### src/rtl/core/assert_macros.svh
// Assertion macros shared by the RTL files; they expect clk_i and rst_ni in scope.
`ifndef ASSERT_MACROS_SVH
`define ASSERT_MACROS_SVH

// Check a property on every rising clock edge outside reset.
`define ASSERT_PROP(label, prop, msg) \
  label: assert property (@(posedge clk_i) disable iff (!rst_ni) (prop)) else $error(msg);

// Check that an expression is never true.
`define ASSERT_NEVER(label, expr, msg) \
  `ASSERT_PROP(label, !(expr), msg)

`endif

### src/rtl/core/stt_pkg.sv
// Package for the text tokenizer: widths, payload types, byte codes, comment modes, queue sizes, classes.
package stt_pkg;

  localparam int OffsetWidth = 24;
  localparam int LineWidth   = 20;
  localparam int ColumnWidth = 16;

  typedef logic [OffsetWidth-1:0] off_t;
  typedef logic [LineWidth-1:0]   line_t;
  typedef logic [ColumnWidth-1:0] col_t;

  typedef struct packed {
    logic [7:0] text_byte;
    logic       final_byte;
  } in_item_t;

  typedef struct packed {
    off_t  token_start;
    off_t  token_end;
    line_t token_line;
    col_t  token_column;
    logic  run_last;
  } out_item_t;

  // Byte codes
  localparam logic [7:0] ChSlash = 8'h2F;
  localparam logic [7:0] ChStar  = 8'h2A;
  localparam logic [7:0] ChUnder = 8'h5F;
  localparam logic [7:0] ChCr    = 8'h0D;
  localparam logic [7:0] ChLf    = 8'h0A;
  localparam logic [7:0] ChTab   = 8'h09;
  localparam logic [7:0] ChSpace = 8'h20;

  // Comment mode codes
  localparam logic [1:0] ModeNone  = 2'd0;
  localparam logic [1:0] ModeLine  = 2'd1;
  localparam logic [1:0] ModeBlock = 2'd2;

  // Result queue
  localparam int FifoDepth  = 4;
  localparam int PtrWidth   = $clog2(FifoDepth);
  localparam int CountWidth = $clog2(FifoDepth + 1);

  function automatic logic is_word(input logic [7:0] c);
    return (c >= 8'h30 && c <= 8'h39) || (c >= 8'h41 && c <= 8'h5A) ||
           (c >= 8'h61 && c <= 8'h7A) || (c == ChUnder);
  endfunction

  function automatic logic is_break(input logic [7:0] c);
    return (c == ChCr) || (c == ChLf);
  endfunction

  function automatic logic is_blank(input logic [7:0] c);
    return (c == ChSpace) || (c == ChTab) || is_break(c);
  endfunction

endpackage

### src/rtl/core/schema_text_tokenizer_top.sv
// Streaming tokenizer top level: lexer state, token result queue and handshakes.
//
// Takes one text byte per beat and reports token boundaries (start and end offset,
// start line and column). A byte is judged when the next one arrives, so a token is
// reported with the byte after its last byte, or on the final beat; a block comment
// is reported with its closing slash. Each beat is judged in a single pass of
// byte-class and compare logic that updates the lexer state, and the zero, one or
// two tokens it yields go into a four-entry result queue that drains one token per
// cycle while out_ready_i is high. Input is taken while the queue has room for two
// tokens, so the block sustains one byte per cycle as long as tokens are drained as
// fast as they arrive. Counters saturate; lexer state resets after the final byte.
`include "assert_macros.svh"

module schema_text_tokenizer_top (
  input  logic                 clk_i,
  input  logic                 rst_ni,
  input  logic                 in_valid_i,
  output logic                 in_ready_o,
  input  stt_pkg::in_item_t    in_data_i,
  output logic                 out_valid_o,
  input  logic                 out_ready_i,
  output stt_pkg::out_item_t   out_data_o
);

  // Lexer state
  logic [7:0]     held_q, held_d;
  logic           held_valid_q, held_valid_d;
  logic           drop_next_q, drop_next_d;
  stt_pkg::off_t  offset_q, offset_d;
  stt_pkg::line_t line_q, line_d;
  stt_pkg::col_t  column_q, column_d;
  logic           open_q, open_d;
  logic [1:0]     mode_q, mode_d;
  stt_pkg::off_t  open_start_q, open_start_d;
  stt_pkg::line_t open_line_q, open_line_d;
  stt_pkg::col_t  open_column_q, open_column_d;

  // Result queue
  stt_pkg::out_item_t                 fifo_q [stt_pkg::FifoDepth];
  logic [stt_pkg::PtrWidth-1:0]       wr_ptr_q, rd_ptr_q;
  logic [stt_pkg::CountWidth-1:0]     count_q, count_d;

  logic                in_fire, out_fire;
  logic [7:0]          b;
  logic                fin;
  stt_pkg::off_t       boff;
  stt_pkg::line_t      bln;
  stt_pkg::col_t       bcol;
  logic                consumed;
  logic                emit1, emit2;
  stt_pkg::off_t       end1;
  stt_pkg::out_item_t  tok1, tok2, res0, res1;
  logic [1:0]          n_push;

  function automatic stt_pkg::off_t sat_off(input stt_pkg::off_t v);
    return (v == '1) ? v : stt_pkg::off_t'(v + 1'b1);
  endfunction

  function automatic stt_pkg::line_t sat_line(input stt_pkg::line_t v);
    return (v == '1) ? v : stt_pkg::line_t'(v + 1'b1);
  endfunction

  function automatic stt_pkg::col_t sat_col(input stt_pkg::col_t v);
    return (v == '1) ? v : stt_pkg::col_t'(v + 1'b1);
  endfunction

  assign in_ready_o  = (count_q <= stt_pkg::CountWidth'(stt_pkg::FifoDepth - 2));
  assign in_fire     = in_valid_i && in_ready_o;
  assign out_valid_o = (count_q != '0);
  assign out_fire    = out_valid_o && out_ready_i;
  assign out_data_o  = fifo_q[rd_ptr_q];

  assign b   = in_data_i.text_byte;
  assign fin = in_data_i.final_byte;

  // Judge the held byte against the new one and advance the position
  always_comb begin
    held_d        = held_q;
    held_valid_d  = held_valid_q;
    drop_next_d   = drop_next_q;
    offset_d      = offset_q;
    line_d        = line_q;
    column_d      = column_q;
    open_d        = open_q;
    mode_d        = mode_q;
    open_start_d  = open_start_q;
    open_line_d   = open_line_q;
    open_column_d = open_column_q;
    consumed      = 1'b0;
    emit1         = 1'b0;
    emit2         = 1'b0;
    end1          = offset_q;
    boff          = offset_q;
    bln           = line_q;
    bcol          = column_q;

    if (held_valid_q) begin
      boff = sat_off(offset_q);
      if (stt_pkg::is_break(held_q)) begin
        bln  = sat_line(line_q);
        bcol = stt_pkg::col_t'(1);
      end else begin
        bcol = sat_col(column_q);
      end
      if (open_q) begin
        if (drop_next_q && held_q == stt_pkg::ChSlash &&
            (b == stt_pkg::ChSlash || b == stt_pkg::ChStar)) begin
          if (b == stt_pkg::ChSlash) begin
            mode_d = stt_pkg::ModeLine;
          end else begin
            mode_d   = stt_pkg::ModeBlock;
            consumed = 1'b1;
          end
        end else if (mode_q == stt_pkg::ModeLine) begin
          if (stt_pkg::is_break(b)) begin
            emit1 = 1'b1;
            end1  = offset_q;
          end
        end else if (mode_q == stt_pkg::ModeBlock) begin
          if (held_q == stt_pkg::ChStar && b == stt_pkg::ChSlash) begin
            emit1    = 1'b1;
            end1     = boff;
            consumed = 1'b1;
          end
        end else if (!stt_pkg::is_word(held_q) || !stt_pkg::is_word(b)) begin
          emit1 = 1'b1;
          end1  = offset_q;
        end
      end
      drop_next_d = 1'b0;
      if (held_q == stt_pkg::ChCr && b == stt_pkg::ChLf) begin
        consumed = 1'b1;
      end
    end

    // Close the token that ended on the held byte or, for a block comment, on the new one
    if (emit1) begin
      open_d = 1'b0;
      mode_d = stt_pkg::ModeNone;
    end

    if (consumed) begin
      held_valid_d = 1'b0;
      offset_d     = sat_off(boff);
      line_d       = bln;
      column_d     = (b == stt_pkg::ChLf) ? bcol : sat_col(bcol);
    end else begin
      offset_d = boff;
      line_d   = bln;
      column_d = bcol;
      if (!open_d && !stt_pkg::is_blank(b)) begin
        open_d        = 1'b1;
        drop_next_d   = 1'b1;
        mode_d        = stt_pkg::ModeNone;
        open_start_d  = boff;
        open_line_d   = bln;
        open_column_d = bcol;
      end
      held_d       = b;
      held_valid_d = 1'b1;
    end

    // Close any open token at end of text, then return to reset
    if (fin) begin
      emit2         = open_d;
      held_d        = '0;
      held_valid_d  = 1'b0;
      drop_next_d   = 1'b0;
      offset_d      = '0;
      line_d        = stt_pkg::line_t'(1);
      column_d      = stt_pkg::col_t'(1);
      open_d        = 1'b0;
      mode_d        = stt_pkg::ModeNone;
      open_start_d  = '0;
      open_line_d   = stt_pkg::line_t'(1);
      open_column_d = stt_pkg::col_t'(1);
    end
  end

  // Form the tokens of this beat
  always_comb begin
    tok1.token_start  = open_start_q;
    tok1.token_end    = end1;
    tok1.token_line   = open_line_q;
    tok1.token_column = open_column_q;
    tok1.run_last     = !emit2;

    tok2.token_start  = emit1 ? boff : open_start_q;
    tok2.token_end    = boff;
    tok2.token_line   = emit1 ? bln : open_line_q;
    tok2.token_column = emit1 ? bcol : open_column_q;
    tok2.run_last     = 1'b1;

    // A new token opened this beat takes the position just computed
    if (!consumed && !stt_pkg::is_blank(b) && (!open_q || emit1)) begin
      tok2.token_start  = boff;
      tok2.token_line   = bln;
      tok2.token_column = bcol;
    end

    res0 = emit1 ? tok1 : tok2;
    res1 = tok2;

    if (!in_fire) begin
      n_push = 2'd0;
    end else begin
      n_push = {1'b0, emit1} + {1'b0, emit2};
    end
  end

  assign count_d = stt_pkg::CountWidth'(count_q + n_push - out_fire);

  // Hold lexer state; advance only on an accepted beat
  always_ff @(posedge clk_i or negedge rst_ni) begin
    if (!rst_ni) begin
      held_q        <= '0;
      held_valid_q  <= 1'b0;
      drop_next_q   <= 1'b0;
      offset_q      <= '0;
      line_q        <= stt_pkg::line_t'(1);
      column_q      <= stt_pkg::col_t'(1);
      open_q        <= 1'b0;
      mode_q        <= stt_pkg::ModeNone;
      open_start_q  <= '0;
      open_line_q   <= stt_pkg::line_t'(1);
      open_column_q <= stt_pkg::col_t'(1);
    end else if (in_fire) begin
      held_q        <= held_d;
      held_valid_q  <= held_valid_d;
      drop_next_q   <= drop_next_d;
      offset_q      <= offset_d;
      line_q        <= line_d;
      column_q      <= column_d;
      open_q        <= open_d;
      mode_q        <= mode_d;
      open_start_q  <= open_start_d;
      open_line_q   <= open_line_d;
      open_column_q <= open_column_d;
    end
  end

  // Advance queue pointers and fill count
  always_ff @(posedge clk_i or negedge rst_ni) begin
    if (!rst_ni) begin
      wr_ptr_q <= '0;
      rd_ptr_q <= '0;
      count_q  <= '0;
    end else begin
      wr_ptr_q <= stt_pkg::PtrWidth'(wr_ptr_q + n_push);
      if (out_fire) begin
        rd_ptr_q <= stt_pkg::PtrWidth'(rd_ptr_q + 1'b1);
      end
      count_q <= count_d;
    end
  end

  // Write up to two tokens per beat
  always_ff @(posedge clk_i) begin
    if (n_push != 2'd0) begin
      fifo_q[wr_ptr_q] <= res0;
    end
    if (n_push == 2'd2) begin
      fifo_q[stt_pkg::PtrWidth'(wr_ptr_q + 1'b1)] <= res1;
    end
  end

  `ASSERT_NEVER(a_fifo_overflow, count_q > stt_pkg::CountWidth'(stt_pkg::FifoDepth), "result queue overflow")
  `ASSERT_PROP(a_no_push_idle, !in_fire |=> count_q <= $past(count_q), "queue grew without an input beat")
  `ASSERT_PROP(a_final_clears, in_fire && fin |=> !held_valid_q && !open_q, "state not cleared after final byte")
  `ASSERT_PROP(a_mode_needs_open, mode_q != stt_pkg::ModeNone |-> open_q, "comment mode without open token")

endmodule

### config.mk
export PLATFORM = sky130hd
export DESIGN_NAME = schema_text_tokenizer_top
export DESIGN_NICKNAME = d
export VERILOG_FILES = /design/src/rtl/core/stt_pkg.sv /design/src/rtl/core/schema_text_tokenizer_top.sv
export VERILOG_INCLUDE_DIRS = /design/src /design/src/rtl/core
export SDC_FILE = /design/constraint.sdc
export NUM_CORES = 1
export LEC_CHECK = 0
export BUFFER_PORTS_ARGS = -buffer_cell sky130_fd_sc_hd__buf_2
export CAP_MARGIN = 20
export CORE_MARGIN = 3
export CORE_UTILIZATION = 30
export DETAILED_ROUTE_END_ITERATION = 10
export MAX_ROUTING_LAYER = met4
export RECOVER_POWER = 50
export SETUP_SLACK_MARGIN = 0.15
export SYNTH_ARGS = -nofsm -noshare
export SYNTH_HDL_FRONTEND = slang
export SYNTH_SLANG_ARGS = --single-unit
### constraint.sdc
create_clock -name clk_i -period 12.58 [get_ports clk_i]
set_input_delay 2.516 -clock clk_i [delete_from_list [all_inputs] [get_ports clk_i]]
set_output_delay 2.516 -clock clk_i [all_outputs]
set_load 0.01 [all_outputs]
==> metrics.md, run 1 <==
| Metric | Value |
|---|---|
| Placer Congestion | `0.914` |
| Clk slew on worst S/H paths | `approximately 60 ps` |
| Synth warn | `0` |
| Routed len/inst | `25.3 um` |
| WP depth | `16` |
| Skew final | `35.1 ps` |
| Count of cells resized by post-cts repair | `0` |
| PD cells | `~190 nW/um^2` |
| Unrepaired setup endpoints after global routing | `no` |
| Tmin final | `approximately 9500 ps` |
| Combinational share of power | `around 31%` |
| Fillers | `8,250` |
| Post-synth EDFFs | `about 340` |
| Post-layout instance area | `between 20,000 and 30,000 sq um` |
| Critical Path Start | `in_data_i[5]` |
| Critical path peak fanout | `25` |
| Ratio of cells with drive above 1 in the final layout | `about 13%` |
| Worst r2r path cells | `10` |
| Placed cell count | `about 3,200` |
| CTS Hold Bufs | `0` |
| Peak supply drop | `about 0.096 mV` |
| Worst skew pair latency | `620 ps` |
| Slew margin rel. | `-260%` |
| Area share of the largest cell type after synthesis | `39.5%` |
| Fmax | `between 100 and 150 MHz` |
| Sequential Area | `between 10,000 and 15,000 sq um` |
| Setup crit end | `fifo_q[1][1]` |
| Core area | `84,100 sq um` |
| Die height | `298 um` |
| Multi-input gate area | `11,000 sq um` |
| CP bufs+invs | `4` |
| Final antenna-violating net count | `0` |
| Largest area contributor in the netlist | `edfxtp_1` |
| Pleak | `about 9.4 nW` |
| DR iter-0 viols | `between 2,000 and 2,500` |
| Final worst path period share | `~76%` |
| Pin count of the biggest net entering global routing | `slightly above 80` |
| R2r endpoint | `offset_q[8]` |
| Num CTS Buffers | `53` |
| First-pass GRT wire length | `~120,000 um` |
| Required @ worst endpoint | `about 13,000 ps` |
| Sequential share of the synthesized area | `53.5%` |
| Final hold violation count | `0` |
| Die area | `between 80,000 and 90,000 sq um` |
| Post-synth cell types | `100` |
| Buffers from clock root to sink, at most | `3` |
| Reg-to-reg setup timing slack | `roughly 4600 ps` |
| Sequential power share | `a little under two fifths` |
| Final Max Slew Viols | `434` |
| Clock power share | `a little under a third` |
| I/O pins | `100` |
| Max cap viols | `11` |
| Crit path max-delay family | `buffers and inverters` |
| Post-synthesis register bit count | `480` |
| Fin nets | `between 2,000 and 2,500` |
| Cell area after synthesis | `~26,000 sq um` |
| Root buf cell | `clkbuf_16` |
| Asr flop ratio synth | `roughly 30%` |
| Sink Count | `480` |
| # port buffers | `99` |
| Via count | `around 19,000` |
| Area contributors post-synth | `edfxtp_1 (39%), dfrtp_1 (13%), mux4_2 (7.5%)` |
| Int Pwr | `roughly 3.5 mW` |
| Final WL | `between 80,000 and 90,000 um` |
| N_diodes | `0` |
| Num rows | `106` |
| Syn Nets | `2,116` |
| # setup viols final | `0` |
| Post-Syn Instances | `about 2,100` |
| Net switching power | `roughly 1.9 mW` |
| Pre-antenna DRT Iters | `5` |
| Chip Width | `approximately 300 um` |
| Total negative slack | `0 ps` |
| Fin cells | `~3,300` |
| Number of global-route vias before repair | `~19,000` |
| Hold Path Class | `register to register` |
| Area delta synth->final | `12.9%` |
| Crit path cell chain | `clkbuf_1 -> nor4b_1 -> nand4_1 -> a21oi_1 -> nor3_1 -> o31ai_1 -> nand2b_1 -> inv_1 -> ha_1 -> o21ai_0 -> nor2_1 -> nor2_1 -> clkbuf_1 -> clkinvlp_2 -> o21a_1 -> a22o_1` |
| Post-Syn Area per Cell | `between 10 and 15 sq um` |
| Run status | `finished, violations left` |
| H-tree Lvls | `2` |
| CTS tree | `built` |
| Worst R2R Start | `offset_q[0]` |
| GRT Residual Overflow | `0` |
| Post-synth top flop | `edfxtp_1` |
| Cell depth of the worst hold path | `1` |
| Crit start category | `input pin` |
| Worst Max-Slew Pin Slew | `around 5400 ps` |
| Arr. time, crit path | `between 9000 and 10,000 ps` |
| Critical Setup Path Class | `input pin to register` |
| Slowest cell on crit path | `clkinvlp_2` |
| Sw Ratio | `35.4%` |
| Initial antenna violation count | `1` |
| Mean number of vias per cell | `5.95` |
| Slowest cell delay on critical path | `around 1300 ps` |
| Placed Instance Area | `around 27,000 sq um` |
| Final HPWL DP | `about 53,000 um` |
| Crit. End Element | `register` |
| Gr usage total | `18.6%` |
| Initial Util | `a little under a third` |
| # DRC | `0` |
| Failing checks | `max-capacitance violations, max-slew violations` |
| Postcts setup bufs | `0` |
## cell type report
cell class | instances | share of cell area [%]
Inverter | 30 | 0.421
Multi-Input combinational cell | 1380 | 38.0
Timing Repair Buffer | 150 | 2.60
Clock buffer | 74 | 5.26
Tap cell | 1134 | 4.92
Sequential cell | 480 | 47.4
Clock inverter | 25 | 1.34
## cell usage in the layout (no fill, tap or decap), types with 9 or more instances in the layout
cell,synthesis,final
edfxtp_1,336,336
o2bb2ai_1,157,157
nand2_1,144,141
dfrtp_1,136,136
a22o_1,131,131
clkbuf_1,160,107
a21oi_1,91,90
mux4_2,85,85
o21ai_0,58,67
nor2_1,67,63
o22ai_1,62,62
clkbuf_16,0,55
xnor2_1,49,49
nor3_1,48,48
nand3_1,43,43
buf_4,3,38
and3_1,35,35
a211oi_1,31,33
a311oi_1,30,30
inv_1,30,26
nand4_1,23,23
xor2_1,22,20
and2_1,20,17
mux2i_1,17,17
nor4_1,14,16
buf_2,17,14
or3_1,13,13
a2111oi_0,11,12
and4_1,10,10
a2bb2o_1,10,10
ha_1,10,10
bufinv_16,0,9
## cell usage after synthesis (all sizes together) (8+ instances only)
cell type / instances
nor2b: 8
mux4: 85
buf: 42
a311oi: 30
ha: 10
inv: 30
and4: 11
o2111ai: 9
a22o: 131
xnor2: 50
dfrtp: 136
a21o: 8
or3: 13
a2111oi: 13
clkbuf: 160
a21oi: 92
nand2: 144
nor2: 67
a31oi: 8
xor2: 24
mux2i: 17
and3: 36
nand3: 44
nor4: 19
o22ai: 62
and2: 22
edfxtp: 336
nor3: 49
nand4: 27
a211oi: 34
o21ai: 76
o2bb2ai: 157
a2bb2o: 10
or2: 12
## flip-flops by register name, indices dropped and copies added (netlist names)
| register | count |
|---|---|
| mode_q | 2 |
| wr_ptr_q | 2 |
| open_start_q | 24 |
| drop_next_q | 1 |
| count_q | 3 |
| open_q | 1 |
| line_q | 20 |
| column_q | 16 |
| rd_ptr_q | 2 |
| open_column_q | 16 |
| open_line_q | 20 |
| offset_q | 24 |
| held_q | 8 |
| fifo_q | 340 |
| held_valid_q | 1 |
## metrics by stage
| step | setup slack [ps] | util (%) | hold slack, ps | total power, mW |
|---|---|---|---|---|
| after detailed placement | 4090 | 32.3 | 453 | 3.79 |
| after global placement | 4210 | 32.2 | 441 | 3.75 |
| after CTS | 4690 | 34.5 | 467 | 5.48 |
| after floorplan | 4050 | - | 431 | 3.08 |
| after global routing | 2360 | 34.3 | 499 | 5.64 |
| final | 3030 | 34.3 | 468 | 5.41 |
## metal layers
layer / up-vias / routed length, um / track usage (%)
met5: - / 0 / -
met4: 0 / 1890 / 5.09
met3: 147 / 5470 / 2.07
met2: 883 / 40300 / 30.4
met1: 10006 / 35200 / 24.7
li1: 8426 / - / -
## cells by family after synthesis
logic type / share of synthesized area [%]
AO/OA/AOI/OAI: 20.9
XOR/XNOR: 2.67
adder cells (fa/ha/maj): 0.568
buffers and inverters: 3.65
flip-flops: 53.5
multiplexers: 8.29
AND/OR/NAND/NOR: 10.4
## power by group through the flow
| stage | Sequential, mW | Clock [mW] | Combinational (mW) |
|---|---|---|---|
| after detailed placement | 2.13 | 0 | 1.66 |
| after CTS | 2.10 | 1.72 | 1.66 |
| final | 2.06 | 1.69 | 1.66 |
| after global placement | 2.12 | 0 | 1.64 |
| after global routing | 2.08 | 1.78 | 1.78 |
| after floorplan | 1.98 | 0 | 1.10 |
## worst min path at each step
stage                 start      endpoint  slack (ps)
2_1_floorplan  fifo_q[2][0]  fifo_q[2][0]         430
3_3_place_gp   fifo_q[2][0]  fifo_q[2][0]         440
3_5_place_dp   fifo_q[3][0]  fifo_q[3][0]         450
4_1_cts        fifo_q[3][0]  fifo_q[3][0]         470
5_1_grt        fifo_q[3][0]  fifo_q[3][0]         500
6_report       fifo_q[3][0]  fifo_q[3][0]         470
(Power assumes the default switching activity.)
==> inputs of run 2 (changes only) <==
- clock period: 12.58 -> 8.25 ns (I/O delays scaled with it)
==> metrics.md, run 2 (synthesis gave the netlist of run 1 again) <==
| Metric | Value |
|---|---|
| Ratio of cells with drive above 1 in the final layout | `13.2% (+0.35 points)` |
| Num rows | `106 (unchanged)` |
| Postcts setup bufs | `0 (unchanged)` |
| I/O pins | `100 (unchanged)` |
| Slew margin rel. | `-175% (+85 points)` |
| Final worst path period share | `just under 90%` |
| CP bufs+invs | `5 (+1)` |
| Final WL | `82,300 um (-0.71%)` |
| Worst skew pair latency | `640 ps (+20 ps)` |
| Fmax | `between 100 and 150 MHz` |
| # port buffers | `99 (unchanged)` |
| Die area | `88,700 sq um (unchanged)` |
| Run status | `finished, violations left` |
| Max cap viols | `9 (-2)` |
| H-tree Lvls | `2 (unchanged)` |
| Peak supply drop | `0.155 mV (+61%)` |
| Tmin final | `around 7000 ps` |
| Post-layout instance area | `28,900 sq um (+0.13%)` |
| Num CTS Buffers | `53 (unchanged)` |
| Largest registers | `fifo_q x340, offset_q x24, open_start_q x24` |
| Core area | `84,100 sq um (unchanged)` |
| Fin nets | `2,130 (+0.52%)` |
| First-pass GRT wire length | `125,000 um (+0.32%)` |
| Crit start category | `input pin` |
| Critical Setup Path Class | `input pin to register` |
| Mean number of vias per cell | `5.93 (-0.21%)` |
| Total negative slack | `0 ps (unchanged)` |
| Fillers | `8,203 (-0.57%)` |
| Pre-antenna DRT Iters | `6 (+1)` |
| Multi-input gate area | `11,000 sq um (about the same)` |
| CTS Hold Bufs | `0 (unchanged)` |
| Flip-flop count of the largest register after layout | `340 (unchanged)` |
| Placer Congestion | `0.937 (+2.5%)` |
| # DRC | `0 (unchanged)` |
| Number of global-route vias before repair | `19,434 (+1.9%)` |
| Failing checks | `max-capacitance violations, max-slew violations` |
| Skew final | `43.4 ps (+8.31 ps)` |
| Root buf cell | `clkbuf_16` |
| Final HPWL DP | `51,600 um (-1.7%)` |
| Die height | `298 um (unchanged)` |
| Commonest non-fill, non-tap cell in the layout | `edfxtp_1` |
| Most frequent cells in the layout | `edfxtp_1 (336), o2bb2ai_1 (157), nand2_1 (141), dfrtp_1 (135), a22o_1 (131)` |
| Hold Path Class | `register to register` |
| Worst Max-Slew Pin Slew | `4120 ps (-1280 ps)` |
| Count of cells resized by post-cts repair | `0 (unchanged)` |
| Via count | `19,499 (+0.19%)` |
| Largest register by flop count | `fifo_q` |
| Area delta synth->final | `13.0%` |
| Sequential Area | `13,700 sq um (about the same)` |
| Routed len/inst | `25.0 um (-1.1%)` |
| Buffers from clock root to sink, at most | `3 (unchanged)` |
| Arr. time, crit path | `7500 ps (-2410 ps)` |
| CTS tree | `built` |
| # setup viols final | `0 (unchanged)` |
| DR iter-0 viols | `2,302 (+5.8%)` |
| GRT Residual Overflow | `0 (unchanged)` |
| Slowest cell on crit path | `clkbuf_1` |
| Crit. End Element | `register` |
| Slowest cell delay on critical path | `780 ps (-560 ps)` |
| Chip Width | `298 um (unchanged)` |
| Pleak | `9.42 nW (about the same)` |
| Final hold violation count | `0 (unchanged)` |
| Placed Instance Area | `27,200 sq um (+0.42%)` |
| Initial antenna violation count | `2 (+1)` |
| Final Max Slew Viols | `354 (-18%)` |
| Unrepaired setup endpoints after global routing | `no` |
| Crit path max-delay family | `simple AND/OR/NAND/NOR gates` |
| Pin count of the biggest net entering global routing | `89 (+9.9%)` |
| Initial Util | `30.4% (unchanged)` |
| Crit path cell chain | `clkbuf_1 -> nor4b_1 -> nand4_1 -> a21oi_1 -> nor3_1 -> o31ai_1 -> nand2b_1 -> inv_1 -> ha_1 -> o21ai_0 -> nor2_1 -> nor2_1 -> clkbuf_1 -> inv_4 -> buf_4 -> and3_1` |
| Required @ worst endpoint | `8610 ps (-4330 ps)` |
| Gr usage total | `18.7% (+0.055 points)` |
| Clk slew on worst S/H paths | `60 ps (about the same)` |
| Sink Count | `480 (unchanged)` |
| PD cells | `282 nW/um^2 (+50%)` |
| Critical path peak fanout | `52 (+110%)` |
| Final antenna-violating net count | `0 (unchanged)` |
-- run 2: report_power, final --
| group | internal (mW) | switching (mW) | leakage, nW |
|---|---|---|---|
| clock | 1.44 | 1.05 | 0.875 |
| sequential | 2.86 | 0.287 | 5.10 |
| combinational | 0.905 | 1.62 | 3.45 |
| total | 5.20 | 2.95 | 9.42 |
-- run 2: layout make-up --
| type | count | area share (%) |
|---|---|---|
| sequential | 480 | 47.4 |
| multi-input combinational | 1380 | 38.0 |
| tap | 1134 | 4.91 |
| clock buffer | 64 | 4.80 |
| timing repair buffer | 161 | 2.92 |
| clock inverter | 36 | 1.53 |
| inverter | 30 | 0.420 |
| antenna | 1 | 0.00866 |
-- run 2: worst paths after layout --
kind                              start                end  slack [ps]  cells past startpoint
max reg2reg                   held_q[4]      fifo_q[3][69]        1920                     15
min in group asynchronous        rst_ni  open_column_q[12]        2010                      1
max in group asynchronous        rst_ni    open_start_q[7]        2080                      2
min                        fifo_q[2][0]       fifo_q[2][0]         480                      1
min reg2reg                fifo_q[2][0]       fifo_q[2][0]         480                      1
max                        in_data_i[5]      fifo_q[3][69]        1110                     16
-- run 2: through the flow --
stage	hold WS, ps	power (mW)	instances	utilization, %	setup slack, ps
floorplan	431	4.70	2092	-	581
global placement	444	5.71	3183	32.4	1390
detailed placement	456	5.76	3183	32.4	1150
CTS	469	8.24	3283	34.6	1780
global route	503	8.51	3286	34.4	659
finish	479	8.15	3286	34.4	1110
-- run 2: per-layer routing --
| metal | wire length [um] | vias to the layer above | GRT usage (%) |
|---|---|---|---|
| met1 | 33800 | 9919 | 24.1 |
| met3 | 6010 | 167 | 2.63 |
| met4 | 2520 | 0 | 5.84 |
| li1 | - | 8448 | - |
| met2 | 39900 | 965 | 30.5 |
| met5 | 0 | - | - |
-- run 2: worst reg2reg max path, cell delays in order (launching register included) --
cell      delay (ps)
dfrtp_1          410
nor3b_1          560
nand4_1          290
a21oi_1          230
nor3_1            90
o31ai_1          110
nand2b_1         590
inv_1            500
ha_1             540
o21ai_0          620
nor2_1           380
nor2_1           170
clkbuf_1         780
inv_4             30
buf_4            390
and3_1           380
==> inputs of run 3 (changes only) <==
- CORE_UTILIZATION: 30 -> 57
- PLACE_DENSITY: not set -> 0.77
==> metrics.md, run 3 (synthesis gave the netlist of run 1 again) <==
| Metric | Value |
|---|---|
| Run status | `finished, violations left` |
| Failing checks | `max-capacitance violations, max-slew violations` |
| Slowest cell on crit path | `clkbuf_1` |
| Initial Util | `58.6% (+28 points)` |
| Die area | `47,400 sq um (-47%)` |
| Multi-input gate area | `11,000 sq um (-0.13%)` |
| Wl on met1 | `29,400 um (-13%)` |
| Most frequent cells in the layout | `edfxtp_1 (336), o2bb2ai_1 (157), nand2_1 (143), dfrtp_1 (135), a22o_1 (131)` |
| Number of global-route vias before repair | `19,175 (-1.3%)` |
| Fmax | `140 MHz (about the same)` |
| Root buf cell | `clkbuf_16` |
| CTS tree | `built` |
| Hold Path Class | `register to register` |
| Gr usage total | `32.8% (+14 points)` |
| Arr. time, crit path | `7600 ps (+100 ps)` |
| Max cap viols | `7 (-2)` |
| Critical path peak fanout | `23 (-56%)` |
| Worst Max-Slew Pin Slew | `5220 ps (+1100 ps)` |
| Critical Path Start | `in_data_i[5]` |
| Mean number of vias per cell | `7.22 (+22%)` |
| Die height | `218 um (-27%)` |
| DR iter-0 viols | `2,557 (+11%)` |
| Final HPWL DP | `47,700 um (-7.6%)` |
| Clk slew on worst S/H paths | `60 ps (about the same)` |
| # DRC | `0 (unchanged)` |
| DR top layer | `met4` |
| Ratio of cells with drive above 1 in the final layout | `13.4% (+0.15 points)` |
| Postcts setup bufs | `0 (unchanged)` |
| Flip-flop count of the largest register after layout | `340 (unchanged)` |
| Sink Count | `480 (unchanged)` |
| Fillers | `3,266 (-60%)` |
| Area delta synth->final | `10.4%` |
| Final antenna-violating net count | `0 (unchanged)` |
| Required @ worst endpoint | `8720 ps (+110 ps)` |
| Hold slack | `476 ps (-2.51 ps)` |
| CTS Hold Bufs | `0 (unchanged)` |
| Largest registers | `fifo_q x340, offset_q x24, open_start_q x24` |
| Core area | `43,600 sq um (-48%)` |
| Slowest cell delay on critical path | `1060 ps (+280 ps)` |
| Num CTS Buffers | `50 (-5.7%)` |
| Via count | `19,676 (+0.91%)` |
| Slew margin rel. | `-248% (-74 points)` |
| N_diodes | `0 (-1)` |
| GRT Residual Overflow | `0 (unchanged)` |
| Initial antenna violation count | `0 (-2)` |
| Met3 routed WL | `7730 um (+28%)` |
| Final WL | `75,900 um (-7.7%)` |
| I/O pins | `100 (unchanged)` |
| Peak supply drop | `0.198 mV (+28%)` |
| Hold path start | `fifo_q[3][0]` |
| Crit start category | `input pin` |
| Crit path cell chain | `clkbuf_1 -> nor4b_1 -> nand4_1 -> a21oi_1 -> nor3_1 -> o31ai_1 -> nand2b_1 -> inv_1 -> ha_1 -> o21ai_0 -> or2_0 -> o21ai_0 -> and2_0 -> clkbuf_1 -> a22o_1` |
| Placed cell count | `2,628 (-17%)` |
| Pin count of the biggest net entering global routing | `82 (-7.9%)` |
| Routed len/inst | `27.8 um (+11%)` |
| Final worst path period share | `86.5% (about the same)` |
| # port buffers | `99 (unchanged)` |
| Final hold violation count | `0 (unchanged)` |
| Placer Congestion | `1.02 (+9.1%)` |
| PD cells | `289 nW/um^2 (+2.3%)` |
| # setup viols final | `0 (unchanged)` |
| Total negative slack | `0 ps (unchanged)` |
| Pre-antenna DRT Iters | `6 (unchanged)` |
| Chip Width | `218 um (-27%)` |
| Pleak | `9.47 nW (+0.52%)` |
| Unrepaired setup endpoints after global routing | `no` |
| Final Max Slew Viols | `295 (-17%)` |
| Sequential Area | `13,700 sq um (unchanged)` |
| Buffers from clock root to sink, at most | `3 (unchanged)` |
| Worst skew pair latency | `610 ps (-30 ps)` |
| Fin nets | `2,124 (-0.28%)` |
| H-tree Lvls | `2 (unchanged)` |
| First-pass GRT wire length | `116,000 um (-7.0%)` |
| Tmin final | `7140 ps (-5.10 ps)` |
| Count of cells resized by post-cts repair | `0 (unchanged)` |
| Largest register by flop count | `fifo_q` |
| DR WL met2 | `36,000 um (-9.6%)` |
| Fin cells | `2,727 (-17%)` |
| Num rows | `76 (-28%)` |
| Critical Setup Path Class | `input pin to register` |
| Crit. End Element | `register` |
| Worst R2R Start | `held_q[4]` |
| Commonest non-fill, non-tap cell in the layout | `edfxtp_1` |
| Skew final | `27.0 ps (-16.4 ps)` |
run 3: final cells by class:
type,instances,share of cell area (%)
clock buffers,63,5.01
clock inverters,31,1.69
inverters,30,0.426
multi-input cells,1380,38.9
flip-flops and latches,480,48.5
well taps,585,2.60
repair buffers,158,2.87
run 3: per-layer routing:
layer / global-route usage [%] / vias to the layer above
met3: 6.49 / 210
li1: - / 8431
met4: 11.4 / 0
met2: 50.9 / 1218
met1: 43.8 / 9817
met5: - / -
run 3: critical path, delay by kind of cell:
kind	cells	cell delay (ps)
AOI/OAI and AO/OA	5	1420
buffers and inverters	3	1620
adders and majority gates	1	560
and+or+nand+nor	6	2310
run 3: final timing paths:
path | to | slack (ps) | cells after the start
worst max-delay path | fifo_q[2][6] | 1110 | 15
worst min-delay path | fifo_q[3][0] | 480 | 1
worst max register to register | fifo_q[2][6] | 1950 | 14
worst min register to register | fifo_q[3][0] | 480 | 1
max in group asynchronous | open_column_q[5] | 1590 | 2
min in group asynchronous | offset_q[6] | 2950 | 1
run 3: metrics by stage:
stage / utilization [%] / power, mW / area (sq um) / setup slack (ps)
2_1_floorplan: - / 4.70 / 25600 / 581
3_3_place_gp: 60.6 / 5.56 / 26400 / 1310
3_5_place_dp: 60.6 / 5.61 / 26500 / 1190
4_1_cts: 64.9 / 8.15 / 28300 / 1740
5_1_grt: 64.6 / 8.44 / 28200 / 714
6_report: 64.6 / 8.14 / 28200 / 1110
run 3: report_power, final:
part	total (mW)	internal [mW]	switching, mW
sequential	3.15	2.86	0.295
combinational	2.42	0.900	1.52
clock	2.56	1.57	0.999
total	8.14	5.32	2.82
